==> src/rtl/bollinger_band_reversion_signal_core_defines.svh <==
// Assertion macros shared by the core.
`ifndef BOLLINGER_BAND_REVERSION_SIGNAL_CORE_DEFINES_SVH
`define BOLLINGER_BAND_REVERSION_SIGNAL_CORE_DEFINES_SVH
`ifndef SYNTH
`define BBRS_ASSERT(label, clk, rst, prop) \
   label: assert property (@(posedge clk) disable iff (rst) prop) \
      else $error("%m: assertion failed");
`define BBRS_ASSERT_NORST(label, clk, prop) \
   label: assert property (@(posedge clk) prop) else $error("%m: assertion failed");
`else
`define BBRS_ASSERT(label, clk, rst, prop)
`define BBRS_ASSERT_NORST(label, clk, prop)
`endif
`endif

==> src/rtl/bbrs_pkg.sv <==
package bbrs_pkg;

   localparam int WINDOW_DEPTH_DEFAULT = 64;

   localparam int PRICE_W  = 24;
   localparam int BAR_W    = 32;
   localparam int SIDE_W   = 2;
   localparam int QTY_W    = 32;
   localparam int EQ_W     = 48;
   localparam int WLEN_W   = 7;
   localparam int MULT_W   = 12;
   localparam int FRAC_W   = 16;
   localparam int CSR_IDX_W  = 2;
   localparam int CSR_DATA_W = 16;

   localparam int SUM_W    = PRICE_W + WLEN_W;        // n*close and window sum
   localparam int SQSUM_W  = 2 * PRICE_W + WLEN_W;    // window sum of squares
   localparam int VAR_W    = 2 * SUM_W;               // n*Q - S*S
   localparam int M2_W     = 2 * MULT_W;
   localparam int LHS_W    = VAR_W + 16;
   localparam int RHS_W    = VAR_W + M2_W;
   localparam int DVD_W    = EQ_W;                    // (equity*fraction) >> 16

   localparam int MUL_A_W     = VAR_W;
   localparam int MUL_B_W     = 32;
   localparam int MUL_DIGIT_W = 16;
   localparam int MUL_P_W     = MUL_A_W + MUL_B_W;

   localparam logic [SIDE_W-1:0] SIDE_FLAT = 2'd0;
   localparam logic [SIDE_W-1:0] SIDE_LONG = 2'd1;
   localparam logic ORDER_BUY  = 1'b0;
   localparam logic ORDER_SELL = 1'b1;

   localparam logic [CSR_IDX_W-1:0] CSR_WINDOW_LENGTH     = 2'd0;
   localparam logic [CSR_IDX_W-1:0] CSR_BAND_MULTIPLIER   = 2'd1;
   localparam logic [CSR_IDX_W-1:0] CSR_POSITION_FRACTION = 2'd2;

   localparam logic [WLEN_W-1:0] WINDOW_LENGTH_RESET     = 7'd20;
   localparam logic [MULT_W-1:0] BAND_MULTIPLIER_RESET   = 12'd512;
   localparam logic [FRAC_W-1:0] POSITION_FRACTION_RESET = 16'd6554;

   typedef enum logic [3:0] {
      MUL_CC, MUL_OO, MUL_SS, MUL_NQ, MUL_NC, MUL_MM, MUL_M2, MUL_VM, MUL_EF
   } mul_op_type;

   typedef enum logic [3:0] {
      ST_IDLE, ST_CC, ST_OO, ST_UPDATE, ST_SS, ST_NQ, ST_NC, ST_MM, ST_M2, ST_VM,
      ST_DECIDE, ST_EF, ST_DIVIDE, ST_EMIT
   } state_type;

   typedef struct packed {
      logic       capture;
      logic       update;
      logic       mul_go;
      mul_op_type mul_op;
      logic       div_go;
      logic       out_load;
      logic       out_sell;
   } cmd_type;

   typedef struct packed {
      logic full_pre;
      logic fill_after;
      logic mul_done;
      logic div_done;
      logic buy;
      logic sell;
      logic qty_zero;
   } status_type;

endpackage

==> src/rtl/bbrs_ctrl.sv <==
`include "bollinger_band_reversion_signal_core_defines.svh"
module bbrs_ctrl import bbrs_pkg::*; (
   input  logic       clock,
   input  logic       reset,
   input  logic       req_valid,
   output logic       req_stall,
   output logic       rsp_valid,
   input  logic       rsp_stall,
   output cmd_type    cmd,
   input  status_type status
);
   state_type state_ff, state_in;
   logic      sell_ff, sell_in;
   logic      rsp_valid_ff, rsp_valid_in;

   always_ff @(posedge clock) begin
      if (reset) begin
         state_ff     <= ST_IDLE;
         sell_ff      <= 1'b0;
         rsp_valid_ff <= 1'b0;
      end else begin
         state_ff     <= state_in;
         sell_ff      <= sell_in;
         rsp_valid_ff <= rsp_valid_in;
      end
   end

   always_comb begin
      state_in    = state_ff;
      sell_in     = sell_ff;
      cmd         = '0;
      cmd.mul_op  = MUL_CC;
      cmd.out_sell = sell_ff;
      req_stall   = state_ff != ST_IDLE;
      case (state_ff)
         ST_IDLE: begin
            if (req_valid) begin
               cmd.capture = 1'b1;
               state_in    = ST_CC;
            end
         end
         ST_CC: begin
            cmd.mul_go = 1'b1;
            cmd.mul_op = MUL_CC;
            if (status.mul_done) state_in = status.full_pre ? ST_OO : ST_UPDATE;
         end
         ST_OO: begin
            cmd.mul_go = 1'b1;
            cmd.mul_op = MUL_OO;
            if (status.mul_done) state_in = ST_UPDATE;
         end
         ST_UPDATE: begin
            cmd.update = 1'b1;
            state_in   = status.fill_after ? ST_SS : ST_IDLE;
         end
         ST_SS: begin
            cmd.mul_go = 1'b1;
            cmd.mul_op = MUL_SS;
            if (status.mul_done) state_in = ST_NQ;
         end
         ST_NQ: begin
            cmd.mul_go = 1'b1;
            cmd.mul_op = MUL_NQ;
            if (status.mul_done) state_in = ST_NC;
         end
         ST_NC: begin
            cmd.mul_go = 1'b1;
            cmd.mul_op = MUL_NC;
            if (status.mul_done) state_in = ST_MM;
         end
         ST_MM: begin
            cmd.mul_go = 1'b1;
            cmd.mul_op = MUL_MM;
            if (status.mul_done) state_in = ST_M2;
         end
         ST_M2: begin
            cmd.mul_go = 1'b1;
            cmd.mul_op = MUL_M2;
            if (status.mul_done) state_in = ST_VM;
         end
         ST_VM: begin
            cmd.mul_go = 1'b1;
            cmd.mul_op = MUL_VM;
            if (status.mul_done) state_in = ST_DECIDE;
         end
         ST_DECIDE: begin
            if (status.sell) begin
               sell_in  = 1'b1;
               state_in = ST_EMIT;
            end else if (status.buy) begin
               sell_in  = 1'b0;
               state_in = ST_EF;
            end else begin
               state_in = ST_IDLE;
            end
         end
         ST_EF: begin
            cmd.mul_go = 1'b1;
            cmd.mul_op = MUL_EF;
            if (status.mul_done) state_in = ST_DIVIDE;
         end
         ST_DIVIDE: begin
            cmd.div_go = 1'b1;
            if (status.div_done) state_in = ST_EMIT;
         end
         ST_EMIT: begin
            // drop a buy that rounds to nothing; hold while the last result is stalled
            if (!sell_ff && status.qty_zero) begin
               state_in = ST_IDLE;
            end else if (!(rsp_valid_ff && rsp_stall)) begin
               cmd.out_load = 1'b1;
               state_in     = ST_IDLE;
            end
         end
         default: state_in = ST_IDLE;
      endcase
      rsp_valid_in = cmd.out_load || (rsp_valid_ff && rsp_stall);
   end

   assign rsp_valid = rsp_valid_ff;

   `BBRS_ASSERT(a_no_overwrite, clock, reset, cmd.out_load |-> !(rsp_valid_ff && rsp_stall))
   `BBRS_ASSERT(a_mul_done_waited, clock, reset, status.mul_done |-> cmd.mul_go)
   `BBRS_ASSERT(a_div_done_in_divide, clock, reset, status.div_done |-> (state_ff == ST_DIVIDE))
endmodule

==> config.mk <==
export PLATFORM = sky130hd
export DESIGN_NAME = bbrs_ctrl
export DESIGN_NICKNAME = d
export VERILOG_FILES = /design/src/rtl/bbrs_pkg.sv /design/src/rtl/bbrs_ctrl.sv
export VERILOG_INCLUDE_DIRS = /design/src /design/src/rtl
export SDC_FILE = /design/constraint.sdc
export NUM_CORES = 1
export LEC_CHECK = 0
export BUFFER_PORTS_ARGS = -buffer_cell sky130_fd_sc_hd__buf_2
export CAP_MARGIN = 20
export CORE_AREA = 2 2 39 41
export DETAILED_ROUTE_END_ITERATION = 10
export DIE_AREA = 0 0 41 43
export PLACE_DENSITY = 0.82
export SETUP_SLACK_MARGIN = 0.05
export SLEW_MARGIN = 5
export SYNTH_ARGS = -nofsm -noshare
export SYNTH_HDL_FRONTEND = slang
export SYNTH_SLANG_ARGS = --single-unit
==> constraint.sdc <==
create_clock -name clock -period 2.9 [get_ports clock]
set_clock_uncertainty 0.15 [all_clocks]
set_input_delay 0.58 -clock clock [delete_from_list [all_inputs] [get_ports clock]]
set_output_delay 0.58 -clock clock [all_outputs]
set_load 0.01 [all_outputs]
==> impl_results.md <==
* Core area at 0.00138 mm2
* Topmost layer with routed signal wires: met3
* Tot GR Track Use at 16.2%
* Syn Inst Count at 80
* Cells after DPL at 110
* Yosys cell types at 33
* Max Cap Violations at 0
* Chip width at 41 um
* Die area at 0.00176 mm2
* Crit Path Class: reg2out
* Post-synth top flop: dfxtp_1
* Yosys warnings at 0
* Yosys reg bits at 6
* Post-Syn Area per Cell at 7.01 um2
* Finished Cell Area at 663 um2
* Dpl ws at 743 ps
* Drt drc at 0
* EDFF count, synth at 0
* Worst-Margin Slew at 620 ps
* Vias at 616
* PwrDens at 1000 mW/mm2
* R2R Setup Slk at 890 ps
* Final std cells w/o fill at 113
* # port buffers at 22
* Crit share post-route at 83.7%
* CP Launch Type: register
* Layout cell share with drive strength beyond 1 at 27.8%
* CP Max Fanout at 20
* FFs w/ async S/R, synth at 0%
* Vias in the first global route at 518
* P_leak at 0.286 nW
* Status: completed
* Fin. Hold Viols at 0
* Area grow syn2layout at 18.3%
* HP Class: reg2reg
* Slew HR at 58.6%
* Clock Tree Buf Depth at 2
* CTS Hold Bufs at 0
* Wire length on met2 at 608 um
* Root buf cell: clkbuf_4
* Seq/Total Area, Yosys at 21.4%
* Largest net degree at the start of global routing at 22
* Setup TNS at 0 ps
* DRT iter0 DRCs at 11
* CTS Buf Count at 3
* WP data required at 2170 ps
* WL/cell at 11.6 um
* Total grt overflow at 0
* Top cells by area, synth: dfxtp_1 (21%), nor2_1 (7.4%), a21oi_1 (7.1%), o21ai_0 (6.3%), nand2_1 (5.4%)
* DRT antenna net count at 0
* Global-route wire length before repair at 2.06 mm
* Dpl hpwl at 931 um
* Crit path capture type: output port
* Achievable clock frequency at 412 MHz
* CTS H-tree depth at 1
* Final-report max-slew violation count at 0
* Die height at 43 um
* Clk pin slew, worst setup/hold paths at 50 ps
* RSZ-0062 raised after global routing: false
* Setup violators final at 0
* Placed Area at 641 um2
* WL met1 at 601 um
* CP Data Arrival Time at 1700 ps
* Initial Util at 40.5%
* TritonRoute pass-1 iters at 4
* Row count at 14
* Met3 wire length at 103 um
* Share of the synthesized area in the top cell type at 21.4%
* VDD IR max at 0.403 mV
* Vias per cell at 5.45
* Syn nets at 91
* WL final at 1.31 mm
* I/O pin count at 23
* Post-CTS Setup Repair Bufs at 0
* Final net count at 110
* Sink Count at 6
* Initial antenna violation count at 0
* CTS tree: yes
* Yosys top cell by area: dfxtp_1
* Post_cts resized at 0
* PnR worst setup slack at 472 ps
* Gp weighted congestion at 0.802
* Clk_lat worst skew at 250 ps
* Fin crit period at 2430 ps
* N_diodes at 0
* Post-Syn Area at 561 um2
## metal layers
metal  vias to the layer above  track usage [%]
met5                         -                0
met3                         0             1.57
met4                         0             8.00
met2                        27             24.1
met1                       271             22.4
li1                        318                -
## flip-flops by register name (all words and copies together), names as in the netlist
signal	cells
sell_ff	1
state_ff	4
rsp_valid	1
## cell families after synthesis
kind of cell              count (synthesis)  share of synthesized area (%)
buffers and inverters                     9                           9.60
AOI/OAI and AO/OA                        27                           31.5
and+or+nand+nor                          36                           34.4
DFF                                       6                           21.4
xor gates and xnor gates                  2                           3.13
## worst max-delay path: stages (launching register included)
cell and delay [ps]:
dfxtp_1 680, nor2b_1 110, o21ai_1 310, a21boi_0 200, buf_2 150
## report_power, final
part	switching, W	internal (W)	leakage [nW]
combinational	0.000191	0.000182	0.223
clock	0.0000331	0.0000470	0.0138
sequential	0.000105	0.000107	0.0492
## cells in the mapped netlist (all sizes together) (2+ instances only)
cell and n:
a21boi 2, nor3b 2, dfxtp 6, nor2b 3, nand2b 2, clkbuf 4
xnor2 2, nor3 2, o21ai 9, nand2 8, buf 4, a21oi 8
nor2 11
## cells in the final DEF, fill, tap and decap left out, types with 2 or more instances in the layout
| master | instances |
|---|---|
| nor2_1 | 11 |
| xnor2_1 | 2 |
| o21ai_0 | 7 |
| nor3_1 | 2 |
| nand2b_1 | 2 |
| a21oi_1 | 8 |
| nand2_1 | 8 |
| buf_2 | 22 |
| dfxtp_1 | 6 |
| nor2b_1 | 3 |
| nor3b_1 | 2 |
| clkbuf_4 | 3 |
| a21boi_0 | 2 |
| o21ai_1 | 2 |
## through the flow
step | hold slack (ps) | power [W] | util (%)
2_1_floorplan | 329 | 0.000507 | -
4_1_cts | 360 | 0.000668 | 47.9
6_report | 350 | 0.000665 | 47.9
3_3_place_gp | 330 | 0.000574 | 46.3
3_5_place_dp | 351 | 0.000586 | 46.3
5_1_grt | 396 | 0.000729 | 47.9
## area by class of cell
cell class,instances,area [um2]
Clock buffer,3,22.5
Sequential cell,6,120
Timing Repair Buffer,22,110
Fill cell,149,721
Multi-Input combinational cell,65,387
Tap cell,16,20.0
Inverter,1,3.75
## path summary, 6_finish.rpt
kind                            startpoint                  endpoint  cells after the start
hold / removal        rsp_valid$_SDFF_PP0_      rsp_valid$_SDFF_PP0_                      2
hold reg to reg       rsp_valid$_SDFF_PP0_      rsp_valid$_SDFF_PP0_                      2
setup / recovery  state_ff[0]$_SDFFE_PP0P_                    cmd[7]                      4
setup reg to reg  state_ff[3]$_SDFFE_PP0P_  state_ff[1]$_SDFFE_PP0P_                      5
Power figures use the tool's default switching activity.
